### config.mk
export PLATFORM = sky130hd
export DESIGN_NAME = arq_receive_reorder_window_top
export DESIGN_NICKNAME = d
export VERILOG_FILES = /design/src/arqrw_pkg.sv /design/src/arqrw_ctrl.sv /design/src/arqrw_dpath.sv /design/src/arq_receive_reorder_window_top.sv
export VERILOG_INCLUDE_DIRS = /design/src /design/src/src
export SDC_FILE = /design/constraint.sdc
export NUM_CORES = 1
export LEC_CHECK = 0
export BUFFER_PORTS_ARGS = -buffer_cell sky130_fd_sc_hd__buf_2
export CAP_MARGIN = 20
export CELL_PAD_IN_SITES_DETAIL_PLACEMENT = 1
export CELL_PAD_IN_SITES_GLOBAL_PLACEMENT = 2
export CORE_ASPECT_RATIO = 1.25
export CORE_MARGIN = 10
export CORE_UTILIZATION = 31
export DETAILED_ROUTE_END_ITERATION = 8
export PLACE_DENSITY_LB_ADDON = 0.1
export REMOVE_ABC_BUFFERS = 1
export SETUP_SLACK_MARGIN = 0.3
export SLEW_MARGIN = 15
export SYNTH_ARGS = -nofsm -noshare
export SYNTH_HDL_FRONTEND = slang
export SYNTH_SLANG_ARGS = --single-unit
### constraint.sdc
create_clock -name i_clk -period 9.27 [get_ports i_clk]
set_input_delay 1.3905 -clock i_clk [delete_from_list [all_inputs] [get_ports i_clk]]
set_output_delay 1.3905 -clock i_clk [all_outputs]
set_load 0.01 [all_outputs]
### src/arq_receive_reorder_window_top_defines.svh
// ----------------------------------------------------------------------------
// Assertion macros for the receive reorder window
// Shared property wrappers; every property is clocked on i_clk and is
// disabled while i_rst_n is low.
// ----------------------------------------------------------------------------
`ifndef ARQ_RECEIVE_REORDER_WINDOW_TOP_DEFINES_SVH
`define ARQ_RECEIVE_REORDER_WINDOW_TOP_DEFINES_SVH

// Check a property that holds in the same cycle.
`define ARQ_ASSERT(lbl, prop, msg) \
    lbl: assert property (@(posedge i_clk) disable iff (!i_rst_n) (prop)) else $error(msg);

// Check that a condition leads to a consequence in the next cycle.
`define ARQ_ASSERT_NEXT(lbl, ante, cons, msg) \
    lbl: assert property (@(posedge i_clk) disable iff (!i_rst_n) (ante) |=> (cons)) \
        else $error(msg);

`endif

### src/arqrw_pkg.sv
// ----------------------------------------------------------------------------
// arqrw_pkg
// Types, codes and fixed sizes of the selective-repeat receive window.
// ----------------------------------------------------------------------------
`timescale 1ns / 1ps
`default_nettype none

package arqrw_pkg;

    localparam int RING_DEPTH  = 32;
    localparam int IDX_W       = $clog2(RING_DEPTH);
    localparam int LEN_W       = 6;
    localparam int HZ_W        = 5;
    localparam int SEQ_W       = 8;
    localparam int HANDLE_W    = 8;
    localparam int KIND_W      = 2;
    localparam int STATUS_W    = 3;
    localparam int ADV_W       = 5;
    localparam int COUNT_W     = 5;
    localparam int BITMAP_W    = 16;
    localparam int MAX_HORIZON = 16;
    localparam int CFG_IDX_W   = 4;
    localparam int CFG_DATA_W  = 8;

    localparam logic [LEN_W-1:0] LEN_MIN       = 6'd3;
    localparam logic [LEN_W-1:0] LEN_RESET     = 6'd32;
    localparam logic [HZ_W-1:0]  HORIZON_RESET = 5'd16;

    localparam logic [CFG_IDX_W-1:0] CFG_RING_LENGTH   = 4'd0;
    localparam logic [CFG_IDX_W-1:0] CFG_HORIZON_WIDTH = 4'd1;

    typedef enum logic [KIND_W-1:0] {
        K_PUSH = 2'd0,
        K_READ = 2'd1,
        K_SYNC = 2'd2,
        K_WIPE = 2'd3
    } t_kind;

    typedef enum logic [STATUS_W-1:0] {
        ST_OK          = 3'd0,
        ST_OUTSIDE     = 3'd1,
        ST_DUPLICATE   = 3'd2,
        ST_EMPTY       = 3'd3,
        ST_OUT_OF_SYNC = 3'd4,
        ST_DETACHED    = 3'd5
    } t_status;

    typedef enum logic [1:0] {
        S_IDLE,
        S_EXEC,
        S_WALK,
        S_DONE
    } t_state;

    typedef struct packed {
        logic load;
        logic exec;
        logic walk_step;
        logic finish;
    } t_dp_cmd;

    typedef struct packed {
        logic exec_walk;
        logic walk_go;
        logic out_free;
    } t_dp_stat;

endpackage

`default_nettype wire

### src/arqrw_ctrl.sv
// ----------------------------------------------------------------------------
// arqrw_ctrl
// Sequencer: capture a transaction, run its operation, walk the head one
// slot per cycle, then hand the result to the output register.
// ----------------------------------------------------------------------------
`timescale 1ns / 1ps
`default_nettype none

`include "arq_receive_reorder_window_top_defines.svh"

module arqrw_ctrl
    import arqrw_pkg::*;
(
    input  wire logic     i_clk,
    input  wire logic     i_rst_n,
    input  wire logic     i_in_valid,
    output logic          o_in_ready,
    output t_dp_cmd       o_cmd,
    input  wire t_dp_stat i_stat
);

    t_state r_state;
    t_state n_state;

    always_ff @(posedge i_clk) begin
        if (!i_rst_n) begin
            r_state <= S_IDLE;
        end else begin
            r_state <= n_state;
        end
    end

    always_comb begin
        n_state = r_state;
        unique case (r_state)
            S_IDLE: begin
                if (i_in_valid) n_state = S_EXEC;
            end
            S_EXEC: begin
                n_state = i_stat.exec_walk ? S_WALK : S_DONE;
            end
            S_WALK: begin
                if (!i_stat.walk_go) n_state = S_DONE;
            end
            S_DONE: begin
                if (i_stat.out_free) n_state = S_IDLE;
            end
            default: n_state = S_IDLE;
        endcase
    end

    always_comb begin
        o_in_ready      = 1'b0;
        o_cmd           = '0;
        unique case (r_state)
            S_IDLE: begin
                o_in_ready = 1'b1;
                o_cmd.load = i_in_valid;
            end
            S_EXEC: begin
                o_cmd.exec = 1'b1;
            end
            S_WALK: begin
                o_cmd.walk_step = i_stat.walk_go;
            end
            S_DONE: begin
                o_cmd.finish = i_stat.out_free;
            end
            default: o_cmd = '0;
        endcase
    end

    `ARQ_ASSERT(a_finish_free, !o_cmd.finish || i_stat.out_free, "result loaded over a pending one")
    `ARQ_ASSERT_NEXT(a_accept_exec, i_in_valid && o_in_ready, r_state == S_EXEC, "accept not run")

endmodule

`default_nettype wire

### src/arqrw_dpath.sv
// ----------------------------------------------------------------------------
// arqrw_dpath
// Slot ring, window indices, configuration registers and output register.
// ----------------------------------------------------------------------------
`timescale 1ns / 1ps
`default_nettype none

`include "arq_receive_reorder_window_top_defines.svh"

module arqrw_dpath
    import arqrw_pkg::*;
(
    input  wire logic                  i_clk,
    input  wire logic                  i_rst_n,
    input  wire t_dp_cmd               i_cmd,
    output t_dp_stat                   o_stat,
    input  wire logic [KIND_W-1:0]     i_kind,
    input  wire logic [SEQ_W-1:0]      i_seq,
    input  wire logic [HANDLE_W-1:0]   i_handle,
    input  wire logic                  i_cfg_we,
    input  wire logic [CFG_IDX_W-1:0]  i_cfg_index,
    input  wire logic [CFG_DATA_W-1:0] i_cfg_data,
    output logic                       o_out_valid,
    input  wire logic                  i_out_ready,
    output logic [STATUS_W-1:0]        o_status,
    output logic [ADV_W-1:0]           o_advanced,
    output logic [HANDLE_W-1:0]        o_handle_out,
    output logic [COUNT_W-1:0]         o_readable_count,
    output logic [BITMAP_W-1:0]        o_horizon_bitmap,
    output logic [SEQ_W-1:0]           o_next_seq
);

    // configuration
    logic [LEN_W-1:0] r_ring_len;
    logic [HZ_W-1:0]  r_horizon;

    // window state
    logic [RING_DEPTH-1:0] r_valid;
    logic [HANDLE_W-1:0]   r_slot_handle [RING_DEPTH];
    logic [IDX_W-1:0]      r_head_idx;
    logic [IDX_W-1:0]      r_tail_idx;
    logic [SEQ_W-1:0]      r_head_seq;

    // captured transaction and working result
    t_kind               r_kind;
    logic [SEQ_W-1:0]    r_seq;
    logic [HANDLE_W-1:0] r_handle;
    t_status             r_status;
    logic [HANDLE_W-1:0] r_hout;
    logic [LEN_W-1:0]    r_moved;

    // output register
    logic                r_out_valid;
    logic [STATUS_W-1:0] r_out_status;
    logic [ADV_W-1:0]    r_out_adv;
    logic [HANDLE_W-1:0] r_out_hout;
    logic [COUNT_W-1:0]  r_out_count;
    logic [BITMAP_W-1:0] r_out_map;
    logic [SEQ_W-1:0]    r_out_seq;

    logic [LEN_W-1:0]  w_len;
    logic [HZ_W-1:0]   w_hz;
    logic [LEN_W-1:0]  w_len_lim;
    logic [SEQ_W-1:0]  w_diff;
    logic              w_outside;
    logic [LEN_W:0]    w_push_sum;
    logic [IDX_W-1:0]  w_push_idx;
    logic              w_dup;
    logic [LEN_W-1:0]  w_count;
    logic [LEN_W:0]    w_gate_sum;
    logic [IDX_W-1:0]  w_gate_idx;
    logic              w_walk_go;
    logic [IDX_W-1:0]  w_head_inc;
    logic [IDX_W-1:0]  w_tail_inc;
    logic [BITMAP_W-1:0] w_map;
    logic              w_cfg_hit;

    // clamp the configured sizes
    always_comb begin
        w_len = r_ring_len;
        if (w_len < LEN_MIN) w_len = LEN_MIN;
        if (w_len > LEN_W'(RING_DEPTH)) w_len = LEN_W'(RING_DEPTH);
        w_len_lim = w_len - LEN_MIN;
        w_hz = r_horizon;
        if (w_hz > HZ_W'(MAX_HORIZON)) w_hz = HZ_W'(MAX_HORIZON);
        if ({1'b0, w_hz} > w_len_lim) w_hz = w_len_lim[HZ_W-1:0];
    end

    // push slot, distances are modulo the sequence space
    always_comb begin
        w_diff     = r_seq - r_head_seq;
        w_outside  = w_diff > SEQ_W'(w_hz);
        w_push_sum = (LEN_W+1)'(r_head_idx) + (LEN_W+1)'(w_diff[HZ_W-1:0]);
        if (w_push_sum >= {1'b0, w_len}) w_push_sum = w_push_sum - {1'b0, w_len};
        w_push_idx = w_push_sum[IDX_W-1:0];
        w_dup      = r_valid[w_push_idx];
    end

    always_comb begin
        if (r_head_idx >= r_tail_idx) begin
            w_count = LEN_W'(r_head_idx) - LEN_W'(r_tail_idx);
        end else begin
            w_count = LEN_W'(r_head_idx) + w_len - LEN_W'(r_tail_idx);
        end
    end

    // head may step while its slot is filled, fewer than ring-length steps have
    // been taken, and the tail stays clear of the slot one horizon plus one ahead
    always_comb begin
        w_gate_sum = (LEN_W+1)'(r_head_idx) + (LEN_W+1)'(w_hz) + (LEN_W+1)'(1);
        if (w_gate_sum >= {1'b0, w_len}) w_gate_sum = w_gate_sum - {1'b0, w_len};
        w_gate_idx = w_gate_sum[IDX_W-1:0];
        w_walk_go  = r_valid[r_head_idx] && (w_gate_idx != r_tail_idx) && (r_moved < w_len);
        w_head_inc = ((LEN_W'(r_head_idx) + LEN_W'(1)) == w_len) ? '0 : r_head_idx + IDX_W'(1);
        w_tail_inc = ((LEN_W'(r_tail_idx) + LEN_W'(1)) == w_len) ? '0 : r_tail_idx + IDX_W'(1);
    end

    always_comb begin
        logic [LEN_W:0] v_sum;
        w_map = '0;
        for (int i = 0; i < BITMAP_W; i++) begin
            v_sum = (LEN_W+1)'(r_head_idx) + (LEN_W+1)'(i + 1);
            if (v_sum >= {1'b0, w_len}) v_sum = v_sum - {1'b0, w_len};
            w_map[i] = ((HZ_W+1)'(i) < {1'b0, w_hz}) && r_valid[v_sum[IDX_W-1:0]];
        end
    end

    assign w_cfg_hit = i_cfg_we &&
        ((i_cfg_index == CFG_RING_LENGTH) || (i_cfg_index == CFG_HORIZON_WIDTH));

    always_comb begin
        o_stat.exec_walk = ((r_kind == K_PUSH) && !w_outside && !w_dup) ||
                           ((r_kind == K_READ) && (w_count != '0));
        o_stat.walk_go   = w_walk_go;
        o_stat.out_free  = !r_out_valid || i_out_ready;
    end

    // control state
    always_ff @(posedge i_clk) begin
        if (!i_rst_n) begin
            r_ring_len <= LEN_RESET;
            r_horizon  <= HORIZON_RESET;
            r_valid    <= '0;
            r_head_idx <= '0;
            r_tail_idx <= '0;
            r_head_seq <= '0;
        end else if (w_cfg_hit) begin
            if (i_cfg_index == CFG_RING_LENGTH) r_ring_len <= i_cfg_data[LEN_W-1:0];
            if (i_cfg_index == CFG_HORIZON_WIDTH) r_horizon <= i_cfg_data[HZ_W-1:0];
            r_valid    <= '0;
            r_head_idx <= '0;
            r_tail_idx <= '0;
        end else if (i_cmd.exec) begin
            unique case (r_kind)
                K_PUSH: begin
                    if (!w_outside && !w_dup) r_valid[w_push_idx] <= 1'b1;
                end
                K_READ: begin
                    if (w_count != '0) begin
                        r_valid[r_tail_idx] <= 1'b0;
                        r_tail_idx          <= w_tail_inc;
                    end
                end
                K_SYNC: begin
                end
                K_WIPE: begin
                    r_valid    <= '0;
                    r_head_idx <= '0;
                    r_tail_idx <= '0;
                    r_head_seq <= r_seq;
                end
                default: begin
                end
            endcase
        end else if (i_cmd.walk_step) begin
            r_head_idx <= w_head_inc;
            r_head_seq <= r_head_seq + SEQ_W'(1);
        end
    end

    always_ff @(posedge i_clk) begin
        if (i_cmd.exec && (r_kind == K_PUSH) && !w_outside && !w_dup) begin
            r_slot_handle[w_push_idx] <= r_handle;
        end
    end

    // captured transaction and working result
    always_ff @(posedge i_clk) begin
        if (i_cmd.load) begin
            r_kind   <= t_kind'(i_kind);
            r_seq    <= i_seq;
            r_handle <= i_handle;
        end
        if (i_cmd.exec) begin
            r_moved  <= '0;
            r_hout   <= '0;
            r_status <= ST_OK;
            case (r_kind)
                K_PUSH: begin
                    if (w_outside) r_status <= ST_OUTSIDE;
                    else if (w_dup) r_status <= ST_DUPLICATE;
                end
                K_READ: begin
                    if (w_count == '0) r_status <= ST_EMPTY;
                    else r_hout <= r_slot_handle[r_tail_idx];
                end
                K_SYNC: begin
                    if (w_diff != '0) begin
                        r_status <= (w_diff <= SEQ_W'(MAX_HORIZON)) ? ST_OUT_OF_SYNC
                                                                    : ST_DETACHED;
                    end
                end
                default: begin
                end
            endcase
        end else if (i_cmd.walk_step) begin
            r_moved <= r_moved + LEN_W'(1);
        end
    end

    always_ff @(posedge i_clk) begin
        if (!i_rst_n) begin
            r_out_valid <= 1'b0;
        end else if (i_cmd.finish) begin
            r_out_valid <= 1'b1;
        end else if (i_out_ready) begin
            r_out_valid <= 1'b0;
        end
    end

    always_ff @(posedge i_clk) begin
        if (i_cmd.finish) begin
            r_out_status <= r_status;
            r_out_adv    <= r_moved[ADV_W-1:0];
            r_out_hout   <= r_hout;
            r_out_count  <= w_count[COUNT_W-1:0];
            r_out_map    <= w_map;
            r_out_seq    <= r_head_seq;
        end
    end

    assign o_out_valid      = r_out_valid;
    assign o_status         = r_out_status;
    assign o_advanced       = r_out_adv;
    assign o_handle_out     = r_out_hout;
    assign o_readable_count = r_out_count;
    assign o_horizon_bitmap = r_out_map;
    assign o_next_seq       = r_out_seq;

    `ARQ_ASSERT(a_idx_range,
        (LEN_W'(r_head_idx) < w_len) && (LEN_W'(r_tail_idx) < w_len), "index past ring length")
    `ARQ_ASSERT(a_tail_filled, (w_count == '0) || r_valid[r_tail_idx], "readable slot at tail not filled")

endmodule

`default_nettype wire

### src/arq_receive_reorder_window_top.sv
// ----------------------------------------------------------------------------
// arq_receive_reorder_window_top
// Selective-repeat receive window: push, read, sync check and wipe.
// ----------------------------------------------------------------------------
// One transaction in gives one result out. After acceptance, a sync check, a
// wipe, a rejected push or an empty read passes through the execute and done
// states only; a push that is stored or a read that pops walks the head one
// ring slot per cycle between them, until the check that stops it. A finished
// result sits in an output register, so the next transaction is taken while
// it waits; a result stalls only when a second one is ready before the first
// has been taken.
// Configuration writes empty the ring at once and belong between transactions.
`timescale 1ns / 1ps
`default_nettype none

module arq_receive_reorder_window_top
    import arqrw_pkg::*;
(
    input  wire logic                  i_clk,
    input  wire logic                  i_rst_n,
    input  wire logic                  i_s_axis_tvalid,
    output logic                       o_s_axis_tready,
    input  wire logic [15:0]           i_s_axis_tdata,  // sequence_req, payload_handle
    input  wire logic [7:0]            i_s_axis_tuser,  // kind
    output logic                       o_m_axis_tvalid,
    input  wire logic                  i_m_axis_tready,
    // advanced, handle_out, readable_count, horizon_bitmap, next_seq
    output logic [47:0]                o_m_axis_tdata,
    output logic [7:0]                 o_m_axis_tuser,  // status
    input  wire logic                  i_cfg_valid,
    output logic                       o_cfg_ready,
    input  wire logic [CFG_IDX_W-1:0]  i_cfg_index,
    input  wire logic [CFG_DATA_W-1:0] i_cfg_data
);

    t_dp_cmd  w_cmd;
    t_dp_stat w_stat;

    logic [STATUS_W-1:0] w_status;
    logic [ADV_W-1:0]    w_advanced;
    logic [HANDLE_W-1:0] w_handle_out;
    logic [COUNT_W-1:0]  w_count;
    logic [BITMAP_W-1:0] w_map;
    logic [SEQ_W-1:0]    w_head_seq;

    assign o_cfg_ready = 1'b1;

    arqrw_ctrl u_ctrl (
        .i_clk      (i_clk),
        .i_rst_n    (i_rst_n),
        .i_in_valid (i_s_axis_tvalid),
        .o_in_ready (o_s_axis_tready),
        .o_cmd      (w_cmd),
        .i_stat     (w_stat)
    );

    arqrw_dpath u_dpath (
        .i_clk            (i_clk),
        .i_rst_n          (i_rst_n),
        .i_cmd            (w_cmd),
        .o_stat           (w_stat),
        .i_kind           (i_s_axis_tuser[KIND_W-1:0]),
        .i_seq            (i_s_axis_tdata[SEQ_W-1:0]),
        .i_handle         (i_s_axis_tdata[SEQ_W+HANDLE_W-1:SEQ_W]),
        .i_cfg_we         (i_cfg_valid && o_cfg_ready),
        .i_cfg_index      (i_cfg_index),
        .i_cfg_data       (i_cfg_data),
        .o_out_valid      (o_m_axis_tvalid),
        .i_out_ready      (i_m_axis_tready),
        .o_status         (w_status),
        .o_advanced       (w_advanced),
        .o_handle_out     (w_handle_out),
        .o_readable_count (w_count),
        .o_horizon_bitmap (w_map),
        .o_next_seq       (w_head_seq)
    );

    assign o_m_axis_tdata = {6'b0, w_head_seq, w_map, w_count, w_handle_out, w_advanced};
    assign o_m_axis_tuser = {5'b0, w_status};

endmodule

`default_nettype wire

After elaboration in Yosys (flattened, before gate mapping)
Memories as Yosys holds them, arrays and structs flattened. A register that Yosys moved wholly into a read port is not among the register bits.
Index checks and enable logic that the tools add are counted.

storage, ports and cells
  input bits = 41
  bits in latches = 0
  memory bits (writable) = 256
  memories kept = 1
  logic and storage cells = 302
  output and inout bits = 59
  register bits after elaboration = 136
  bits in read-only memories = 0

memories
  name                   words  width  rd ports  clocked after memory_dff  wr ports  line               text
  u_dpath.r_slot_handle  32     8      1         1                         1         arqrw_dpath.sv:39  logic [HANDLE_W-1:0] r_slot_handle [RING_DEPTH];

operators by class
  reduce and logical (&&, ||, !) cells = 53
  add/sub/neg operators = 48
  bitwise gates (word level) = 6
  shifts and indexed selects = 0
  mux-type cells = 96
  order comparisons = 63
  div/mod/pow operators = 0
  multipliers = 0
  equal/unequal tests = 16

operator list
  operator               count
  $mux W5                26
  $lt A5 B6 Y1 const B   19
  $ge A6 B6 Y1           17
  $pmux W32 S3           1
  $bmux W1 S5            18
  $sub A5 B5 Y5          18
  $mux W32               2
  $add A5 B4 Y6 const B  8
  $lt A4 B5 Y1 const A   8
  $and A32 B32 Y32       1
  $not A32 Y32           1
  $or A32 B32 Y32        1
  $mux W1                31
  $logic_and A1 B1 Y1    28
  $add A5 B3 Y6 const B  4
  $mux W8                3
  $lt A3 B5 Y1 const A   4
  $add A5 B1 Y6 const B  3
  $mux W6                3
  $add A5 B2 Y6 const B  2
  $add A5 B5 Y6          2
  $eq A6 B6 Y1           2
  $add A5 B1 Y5 const B  2
  $demux W1 S5           2
  46 further kinds       76

Depth between registers and ports, before layout
Gate-level depths: netlist of run 1.

  depth in word-level cells = 17
  mapped depth = 31
  gate-level depth less buffers = 29

By module
From an unflattened synthesis of run 1, not the netlist that was laid out.

unflattened totals
  cells, all modules = 2,428
  area, all modules = 27,637.8 um^2

by module, submodules not included
  module                          times used  cells each  seq. area each (um^2)  area each (um^2)
  arqrw_dpath                     1           2,392       11,270.8               27,340.0
  arqrw_ctrl                      1           22          40.0                   200.2
  arq_receive_reorder_window_top  1           14          0.0                    97.6

Worst setup path before layout of run 1
Ideal clock, no wire load.

  path type = reg-to-reg
  from = reg u_dpath.r_ring_len[5]
  to = reg u_dpath.r_head_seq[5]
  arrival time = 7.393 ns
  required time = 9.183 ns
  clock period less this slack = 7.480 ns
  slack = 1.790 ns
  stages on the path, launching flop included = 28
  setup time = 0.087 ns
  buffers on the path = 1
  cell sequence = dfxtp_1 -> clkinv_1 -> o21ai_0 -> inv_1 -> ha_1 -> a211oi_1 -> xnor2_1 -> inv_1 -> ha_1 -> nor2b_1 -> o32ai_2 -> mux2i_1 -> inv_1 -> ha_1 -> fa_1 -> inv_1 -> ha_1 -> a211o_1 -> o311ai_0 -> o21ai_2 -> mux2i_1 -> xnor2_1 -> nand3_1 -> o311ai_0 -> a21o_1 -> buf_2 -> o211ai_1 -> o31ai_1

between the ends
  longest elaborated chain between the ends = 17
  elaborated cells on any way between the ends = 19
  classes of those cells = add/sub (4); order compare (5); eq/ne (1); mux (5); reduce/logical (4)

ends and longest elaborated chain
  what                                                  line                text
  start: declaration                                    arqrw_dpath.sv:34   logic [LEN_W-1:0] r_ring_len;
  start signal: assignment                              arqrw_dpath.sv:148  if (i_cfg_index == CFG_RING_LENGTH) r_ring_len <= i_cfg_data[LEN_W-1:0];
  $lt A6 B2 Y1                                          arqrw_dpath.sv:81   if (w_len < LEN_MIN) w_len = LEN_MIN;
  $mux W6 *                                             arqrw_dpath.sv:81
  $gt A6 B6 Y1                                          arqrw_dpath.sv:82   if (w_len > LEN_W'(RING_DEPTH)) w_len = LEN_W'(RING_DEPTH);
  $mux W6 *                                             arqrw_dpath.sv:82
  $sub A6 B2 Y6                                         arqrw_dpath.sv:83   w_len_lim = w_len - LEN_MIN;
  $gt A5 B6 Y1                                          arqrw_dpath.sv:86   if ({1'b0, w_hz} > w_len_lim) w_hz = w_len_lim[HZ_W-1:0];
  $mux W5                                               arqrw_dpath.sv:86
  $add A5 B5 Y6                                         arqrw_dpath.sv:110  w_gate_sum = (LEN_W+1)'(r_head_idx) + (LEN_W+1)'(w_hz) + (LEN_W+1)'(1);
  $add A6 B1 Y7                                         arqrw_dpath.sv:110
  $ge A7 B6 Y1 / $sub A5 B5 Y5 (equally long branches)  arqrw_dpath.sv:111  if (w_gate_sum >= {1'b0, w_len}) w_gate_sum = w_gate_sum - {1'b0, w_len};
  $mux W5                                               arqrw_dpath.sv:111
  $ne A5 B5 Y1                                          arqrw_dpath.sv:113  w_walk_go = r_valid[r_head_idx] && (w_gate_idx != r_tail_idx) && (r_moved < w_len);
  $logic_and A1 B1 Y1                                   arqrw_dpath.sv:113
  $logic_and A1 B1 Y1 *                                 arqrw_dpath.sv:113
  $mux W1 *                                             arqrw_ctrl.sv:55    unique case (r_state)
  $reduce_bool A2 Y1 (no source line) *                 -
  $reduce_and A3 Y1 (no source line) *                  -
  end signal: assignment                                arqrw_dpath.sv:170  r_head_seq <= r_seq;
  end signal: assignment                                arqrw_dpath.sv:177  r_head_seq <= r_head_seq + SEQ_W'(1);
  end: declaration                                      arqrw_dpath.sv:42   logic [SEQ_W-1:0] r_head_seq;

Mark *: on every way between the ends. The rest lies on a longest branch, timed or not.
A chain may end at the register's enable or synchronous reset.

Worst setup path after layout of run 1
  from = reg u_dpath.r_ring_len[5]
  to = reg u_dpath.r_head_seq[0]

The elaborated chain is that of the path after synthesis.

==> impl_metrics.yaml, run 1 <==
sta:
  rsz0062_at_grt: "no"
  slew_viol_final: 0
  finalHoldViolCount: 0
  setup_viol: 0
  skew_ns: 0.0403
  max_freq_mhz: 125
  relSlewSlack: 0.234
  tns_ns: 0
  timing.final.crit_share: 0.860
  finalCriticalPeriod_ns: 7.98
  max_slew.worst_pin.slew_ns: 1.15
cts:
  cts_tree: "built"
  cts_made_buffers: 47
  path_clk_slew_ns: 0.06
  cts_buffer_depth: 3
  cts-hold-fix-buffers: 0
  clock-sinks: 400
  cts_root_buf: "clkbuf_16"
  cts_setup_buffers: 0
  clk_latency_ns: 0.62
  cts_resized: 0
  htree_levels: 2
global_route:
  antenna_found_initial: 1
  grt_overflow: 0
  grt_max_degree: 65
  grt_pass1_vias: 21500
  grt_pass1_wl_mm: 150
  grt_usage: 0.200
yosys:
  netlist.area_leader.share: 0.364
  synth_cell_types: 86
  yosys-top-cells-area: "edfxtp_1, mux4_2, mux2i_1"
  avgSynthCellArea_um2: 12.2
  synth_ff_type: "edfxtp_1"
  netlist_area_um2: 27200
  yosys_warnings: 0
  yosysTopAreaCell: "edfxtp_1"
  synth_edf_count: 330
  yosysSeqAreaShare: 0.415
  ys_async_sr_fraction: 0
  synth_cells: 2242
  yosys_register_bits: 400
worst_hold_path:
  hp-class: "flip-flop to flip-flop"
pwr:
  pwr_density_cell_nw_per_um2: 160
  leakage_uw: 0.0114
  vdd_drop_max_mv: 0.165
floorplan:
  coreArea_um2: 87200
  rows: 121
  die-area_um2: 100000
  ios: 100
  die_height_um: 351
  die_w_um: 285
  start_util: 0.312
route:
  vias: 19700
  finalWirelength_mm: 102
  drt-pass1-iter-count: 4
  wire_per_inst_um: 28.9
  drt_iter0_drc: 1089
  via_per_inst: 5.62
  ant_nets: 0
  drc: 0
finish:
  layout_common_cells: "edfxtp_1, mux2i_1, mux4_2, nor2_1, ha_1"
  fin_area_um2: 30800
  final_common_cell: "edfxtp_1"
  num-nets-final: 2505
  syn_to_final_growth_pct: 13.1
  drive_above_1_share: 0.215
placement:
  place.gp.congestion: 0.819
  io_buffers: 79
  hpwl_mm: 69.9
  place_area_um2: 29100
critical_path:
  crit_arrival_ns: 8.49
  crit_fanout: 16
  cp-start-kind: "flip-flop"
  worst_setup_path_end_kind: "flip-flop"
  slowest_stage: "o311ai_0"
  required_ns: 9.79
  crit_path_max_incr_delay_ns: 0.85
  worstSetupPathType: "flip-flop to flip-flop"
job:
  drv_cap: 0
status:
  status: "finished clean"
==> where the power goes <==
part / leakage, uW / switching (uW) / internal, uW
Combinational: 0.00705 / 593 / 300
Sequential: 0.00357 / 64.4 / 2070
Clock: 0.000761 / 816 / 1090
Total: 0.0114 / 1470 / 3460
==> synth_stat cells (9+ instances only) <==
master and instances:
mux2_2 26, o21ai_1 11, ha_1 142, buf_4 15, or2_2 11, clkbuf_1 106
dfxtp_1 70, a21oi_1 113, inv_1 96, nor2b_1 29, nand3b_1 10, nor2_1 143
nand2b_1 26, o21a_1 12, a31oi_1 11, a221oi_1 16, nand3_1 33, o211ai_1 33
mux4_2 173, buf_1 20, xnor2_1 69, o21ai_0 84, o31ai_1 9, nand2_1 90
mux2i_2 11, a21oi_2 9, o21bai_1 11, a211oi_1 13, and3_1 11, fa_1 15
a21o_1 33, buf_2 12, mux2i_1 224, xor2_1 26, nor3_1 42, edfxtp_1 330
nand4_1 9, o2111ai_1 28
==> per-layer routing <==
metal  up-vias  global-route usage  wire length (um)
li1       8804                   -                 -
met1     10300               0.234             41200
met2       419               0.371             53500
met3       165              0.0215              3110
met4         2              0.0734              3850
met5         -                   0                13
==> cells by family after synthesis <==
logic type      count (synthesis)  share of synthesized area
compound gates                449                      0.110
mux                           443                      0.250
simple gates                  436                     0.0784
flops                         400                      0.415
buf+inv                       260                     0.0398
fa+ha+maj                     157                     0.0762
xor+xnor                       95                     0.0305
other cells                     2                   0.000276
==> layout make-up <==
cell class / count / area (um^2)
clock inverter: 29 / 318
inverter: 102 / 383
timing repair buffer: 164 / 1130
clock buffer: 59 / 1260
fill: 9416 / 56400
antenna: 1 / 2.50
multi-input combinational: 1592 / 14900
sequential: 400 / 11300
tap: 1168 / 1460
==> path summary, 6_finish.rpt <==
path,start,to,slack [ns],depth (start not counted)
min,u_dpath.r_hout[2],u_dpath.o_handle_out[2],0.42,0
min reg2reg,u_dpath.r_hout[2],u_dpath.o_handle_out[2],0.42,0
max reg2reg,u_dpath.r_ring_len[5],u_dpath.r_head_seq[0],1.29,28
max,u_dpath.r_ring_len[5],u_dpath.r_head_seq[0],1.29,28
==> worst max-delay path, delay by kind of cell, from the launching register on <==
family,cells,cell delay [ns]
adders and majority gates,5,1.69
and+or+nand+nor,2,0.20
DFF,1,0.48
xor gates and xnor gates,2,0.38
AOI/OAI and AO/OA,11,3.59
buffers and inverters,6,0.83
muxes,2,0.69
==> registers in the layout (all words and copies together), names as in the netlist <==
register and flops:
u_dpath.r_horizon 5, u_dpath.r_head_idx 5, u_dpath.r_status 3, u_dpath.o_horizon_bitmap 16
u_dpath.o_readable_count 5, u_dpath.r_slot_handle 256, u_dpath.r_hout 8, u_dpath.r_valid 32
u_dpath.r_moved 6, u_dpath.o_next_seq 8, u_dpath.r_tail_idx 5, u_dpath.r_handle 8
u_dpath.r_seq 8, u_dpath.o_status 3, u_dpath.o_advanced 5, u_dpath.r_kind 2
u_dpath.o_handle_out 8, u_dpath.r_head_seq 8, u_ctrl.r_state 2, u_dpath.r_ring_len 6
u_dpath.o_out_valid 1
==> metrics by stage <==
step / setup slack (ns) / power (uW) / util / instances / hold slack [ns]
final: 1.29 / 4940 / 0.353 / 3515 / 0.424
after global placement: 1.43 / 3030 / 0.333 / 3414 / 0.410
after global routing: 0.731 / 5160 / 0.353 / 3514 / 0.431
after floorplan: 1.52 / 2680 / - / 2094 / 0.400
after CTS: 1.15 / 4990 / 0.351 / 3502 / 0.425
after detailed placement: 1.18 / 3050 / 0.333 / 3414 / 0.409
Note: power is estimated with default switching activity, not from simulation.
==> run 2, diff against run 1 <==
- CTS_CLUSTER_SIZE: default -> 8
- GPL_TIMING_DRIVEN: default -> 0
==> run 2 against run 1 <==
  * Clock power rose by 4%
  * Clock-buffer cell count up 29
  * Clock skew up 0.0098 ns
  * Largest power group unchanged
==> impl_metrics.yaml, run 2 (synthesis results as in run 1) <==
critical_path:
  crit_arrival_ns: 8.36
  crit_fanout: 26
  r2r_cells: 24
  required_ns: 9.50
  worstSetupPathType: "flip-flop to flip-flop"
  cp-start-kind: "flip-flop"
  worst_setup_path_end_kind: "flip-flop"
placement:
  place.gp.congestion: 0.767
  dp_slack_ns: -0.592
  place_inst: 3372
  hpwl_mm: 69.2
  io_buffers: 79
  place_area_um2: 29100
floorplan:
  die_w_um: 285
  ios: 100
  coreArea_um2: 87200
  die_height_um: 351
  rows: 121
  start_util: 0.312
  die-area_um2: 100000
global_route:
  grt_pass1_wl_mm: 144
  grt_max_degree: 42
  grt_overflow: 0
  grt_usage: 0.191
  grt_pass1_vias: 21100
  antenna_found_initial: 0
worst_hold_path:
  hp-class: "flip-flop to flip-flop"
  holdPathStages: 0
pwr:
  pwr_density_cell_nw_per_um2: 162
  power_frac_comb: 0.172
  vdd_drop_max_mv: 0.194
  p_int_uw: 3550
  finalPower_uw: 5010
  netSwitchingPower_uw: 1460
  leakage_uw: 0.0113
  p_sw_frac: 0.291
  p_seq_frac: 0.433
  power_frac_clock: 0.395
sta:
  timing.final.crit_share: 0.877
  finalCriticalPeriod_ns: 8.13
  slew_viol_final: 0
  rsz0062_at_grt: "no"
  max_freq_mhz: 123
  finalHoldViolCount: 0
  skew_ns: 0.0500
  setup_viol: 0
  setup_ws_ns: 1.14
  max_slew.worst_pin.slew_ns: 1.20
  relSlewSlack: 0.201
finish:
  fill_cells: 9342
  layout.cells.non_filler: 3475
  layout_common_cells: "edfxtp_1, mux2i_1, mux4_2, nor2_1, ha_1"
  final_common_cell: "edfxtp_1"
  num-nets-final: 2471
  top_register: "u_dpath.r_slot_handle"
  diodes: 0
  drive_above_1_share: 0.207
  largest_reg_flops: 256
  syn_to_final_growth_pct: 13.4
  fin_area_um2: 30900
  post-route-util: 0.354
cts:
  htree_levels: 2
  cts_root_buf: "clkbuf_16"
  path_clk_slew_ns: 0.05
  cts_buffer_depth: 3
  cts_made_buffers: 58
  clk_latency_ns: 0.65
  clock-sinks: 400
  cts_tree: "built"
route:
  drt_iter0_drc: 1209
  ant_nets: 0
  drc: 0
  finalWirelength_mm: 97.5
  vias: 19500
  wire_per_inst_um: 28.1
  drt-pass1-iter-count: 5
  via_per_inst: 5.61
job:
  drv_cap: 0
status:
  status: "finished clean"
==> run 2: changes by cell type in the layout (fill, tap and decap cells not counted), sizes merged <==
cell,delta
clkinvlp,-2
diode,-1
bufinv,-4
clkinv,-15
inv,-2
buf,-45
clkbuf,+29
==> run 2: worst paths after layout <==
path	startpoint	to	slack [ns]
worst max-delay path	u_dpath.r_ring_len[5]	u_dpath.r_slot_handle[28][1]	1.14
worst min-delay path	u_dpath.r_hout[7]	u_dpath.o_handle_out[7]	0.42
worst max register to register	u_dpath.r_ring_len[5]	u_dpath.r_slot_handle[28][1]	1.14
worst min register to register	u_dpath.r_hout[7]	u_dpath.o_handle_out[7]	0.42
==> run 2: power by group through the flow <==
stage,Sequential [uW],Clock (uW),Combinational [uW]
after floorplan,2190,0,491
after global placement,2260,0,751
after detailed placement,2230,0,831
after CTS,2200,2040,836
after global routing,2180,2120,942
final,2170,1980,862
==> run 2: repair_timing <==
action	4_1_cts	5_1_grt
resized for setup	4	4
endpoints found under the setup margin	248	8
hold buffers	0	0
buffers inserted	0	3
endpoints found under the hold margin	0	0
pin swaps	0	0
==> run 2: cell type report <==
| class | instances | area [um^2] | share of cell area |
|---|---|---|---|
| tap | 1168 | 1460 | 0.0473 |
| timing repair buffer | 119 | 1060 | 0.0344 |
| clock inverter | 6 | 71.3 | 0.00231 |
| inverter | 102 | 392 | 0.0127 |
| sequential | 400 | 11300 | 0.367 |
| clock buffer | 88 | 1600 | 0.0516 |
| multi-input combinational | 1592 | 15000 | 0.485 |
==> run 2: critical path, cell delays in order (launching register included) <==
cell	delay [ns]
dfxtp_1	0.52
clkinv_4	0.36
o21ai_2	0.38
clkinvlp_4	0.16
buf_4	0.18
ha_1	0.21
xnor2_1	0.20
inv_1	0.07
ha_1	0.30
a21o_1	0.19
a21oi_1	0.15
nor2b_1	0.07
o32ai_2	0.52
mux2i_2	0.84
inv_1	0.36
ha_1	0.39
o21ai_0	0.07
nand2b_1	0.07
a21oi_1	0.15
a31oi_1	0.11
or3_1	0.40
nor3_2	0.42
buf_4	0.29
nand3_1	0.34
nor2_1	0.93
==> run 2: metal layers <==
metal	wire, um	vias up	part of all wire	global-route usage
met2	50400	470	0.52	0.347
met4	3940	0	0.040	0.0751
met1	39900	10100	0.41	0.227
met5	0	-	0	0
met3	3270	183	0.033	0.0228
li1	-	8731	-	-
==> run 2: per-stage QoR <==
step / hold slack (ns) / setup TNS [ns]
2_1_floorplan: 0.400 / 0
3_3_place_gp: 0.406 / -1155.14
3_5_place_dp: 0.408 / -5.67
4_1_cts: 0.420 / 0
5_1_grt: 0.434 / 0
6_report: 0.417 / 0
==> run 3, diff against run 2 <==
- CELL_PAD_IN_SITES_DETAIL_PLACEMENT: 1 -> default
- CELL_PAD_IN_SITES_GLOBAL_PLACEMENT: 2 -> default
- PLACE_DENSITY_LB_ADDON: 0.1 -> default
- SKIP_CTS_REPAIR_TIMING: default -> 1
==> run 3 against run 2 <==
  * Fmax fell by 4.2%
  * Largest cell class unchanged
  * Final cell count increased by 0.17%
  * Non-clock buffer count fell by 8
  * Highest routed layer unchanged
  * Design area down 0.38%
  * Clock power rose by 3%
  * Register-to-register slack lost 0.36 ns
==> impl_metrics.yaml, run 3 (synthesis results as in run 1) <==
floorplan:
  die_height_um: 351
  start_util: 0.312
  ios: 100
  coreArea_um2: 87200
  die-area_um2: 100000
  die_w_um: 285
  rows: 121
placement:
  hpwl_mm: 58.2
  place_area_um2: 28800
  place.gp.congestion: 0.890
  io_buffers: 79
route:
  finalWirelength_mm: 85.3
  drt_iter0_drc: 1883
  vias: 20000
  wire_per_inst_um: 24.5
  ant_nets: 0
  drc: 0
  drt-pass1-iter-count: 8
  via_per_inst: 5.73
critical_path:
  r2r_slack_ns: 0.78
  slowest_stage: "o311ai_0"
  crit_arrival_ns: 9.02
  r2r-start: "u_dpath.r_ring_len[5]"
  worstSetupPathType: "flip-flop to flip-flop"
  cp-start-kind: "flip-flop"
  required_ns: 9.80
  worst_setup_path_end_kind: "flip-flop"
  crit_path_max_incr_delay_ns: 0.61
  crit_fanout: 26
  r2r_cells: 27
  r2r_end: "u_dpath.r_head_seq[0]"
sta:
  skew_ns: 0.0511
  finalCriticalPeriod_ns: 8.49
  slew_viol_final: 0
  timing.final.crit_share: 0.916
  tns_ns: 0
  relSlewSlack: 0.198
  rsz0062_at_grt: "no"
  finalHoldViolCount: 0
  max_slew.worst_pin.slew_ns: 1.20
  setup_viol: 0
  worst_hold_slack_ns: 0.417
  max_freq_mhz: 118
finish:
  diodes: 0
  largest_reg_flops: 256
  syn_to_final_growth_pct: 13.0
  num-nets-final: 2463
  top_register: "u_dpath.r_slot_handle"
  final_common_cell: "edfxtp_1"
  drive_above_1_share: 0.197
  fin_area_um2: 30800
  layout_common_cells: "edfxtp_1, mux2i_1, mux4_2, nor2_1, ha_1"
cts:
  cts_root_buf: "clkbuf_16"
  path_clk_slew_ns: 0.05
  htree_levels: 2
  clock-sinks: 400
  cts_tree: "built"
  clk_latency_ns: 0.65
  cts_made_buffers: 58
  cts_buffer_depth: 3
pwr:
  pwr_density_cell_nw_per_um2: 164
  netSwitchingPower_uw: 1440
  leakage_uw: 0.0112
  p_seq_frac: 0.432
  p_sw_frac: 0.286
  vdd_drop_max_mv: 0.153
  power_frac_clock: 0.405
  p_int_uw: 3600
  power_frac_comb: 0.163
global_route:
  antenna_found_initial: 0
  grt_overflow: 0
  grt_pass1_wl_mm: 128
  grt_pass1_vias: 20600
  grt_usage: 0.165
  grt_max_degree: 50
worst_hold_path:
  worstHoldStart: "u_dpath.r_hout[2]"
  hp-class: "flip-flop to flip-flop"
  whs_endpoint: "u_dpath.o_handle_out[2]"
  holdPathStages: 0
status:
  status: "finished clean"
job:
  drv_cap: 0
run 3: cell types whose count changed in the layout (fill, tap and decap cells not counted), sizes merged:
cell,previous run,this run
clkinvlp,2,1
inv,99,100
clkbuf,88,101
buf,119,111
bufinv,0,1
run 3: worst max-delay path by stage:
stage	startpoint	end	slack, ns	cells after the start
after floorplan	u_dpath.r_ring_len[5]	u_dpath.r_head_idx[2]	1.52	26
after global placement	u_dpath.r_ring_len[5]	u_dpath.r_slot_handle[0][2]	-3.21	22
after detailed placement	u_dpath.r_ring_len[5]	u_dpath.r_head_seq[0]	0.15	27
after CTS	u_dpath.r_ring_len[5]	u_dpath.r_head_seq[0]	0.15	27
after global routing	u_dpath.r_ring_len[5]	u_dpath.r_head_seq[0]	0.36	27
final	u_dpath.r_ring_len[5]	u_dpath.r_head_seq[0]	0.78	27
run 3: layout make-up:
type / count / area [um^2]
fillers: 8466 / 56400
multi-input cells: 1592 / 15000
flip-flops and latches: 400 / 11300
clock buffers: 101 / 1640
well taps: 1168 / 1460
repair buffers: 111 / 891
inverters: 102 / 389
clock inverters: 7 / 118
run 3: metal layers:
layer  vias to the layer above  GRT usage  part of all wire
met5                         -          0                 0
met2                       966      0.293              0.50
li1                       8723          -                 -
met4                         0     0.0904             0.059
met3                       317     0.0315             0.076
met1                      9950      0.185              0.37
run 3: stage by stage:
| step | power [uW] | util | worst slack, ns | std cells |
|---|---|---|---|---|
| after floorplan | 2680 | - | 1.52 | 2094 |
| after global placement | 2960 | 0.326 | -3.21 | 3341 |
| after detailed placement | 3010 | 0.331 | 0.149 | 3362 |
| after CTS | 5050 | 0.351 | 0.150 | 3470 |
| after global routing | 5220 | 0.353 | 0.357 | 3481 |
| final | 5040 | 0.353 | 0.779 | 3481 |
run 3: power by group through the flow:
stage                     Combinational [uW]  Clock [uW]  Sequential (uW)
after floorplan                          491           0             2190
after global placement                   702           0             2260
after detailed placement                 758           0             2250
after CTS                                762        2070             2210
after global routing                     887        2150             2180
final                                    823        2040             2180
run 3: critical path, delay by kind of cell (launching register included):
family,cells,cell delay (ns)
AOI/OAI and AO/OA,11,3.51
DFF,1,0.51
buffers and inverters,5,1.15
muxes,2,0.75
xor gates and xnor gates,2,0.37
and+or+nand+nor,2,0.23
adders and majority gates,5,1.84
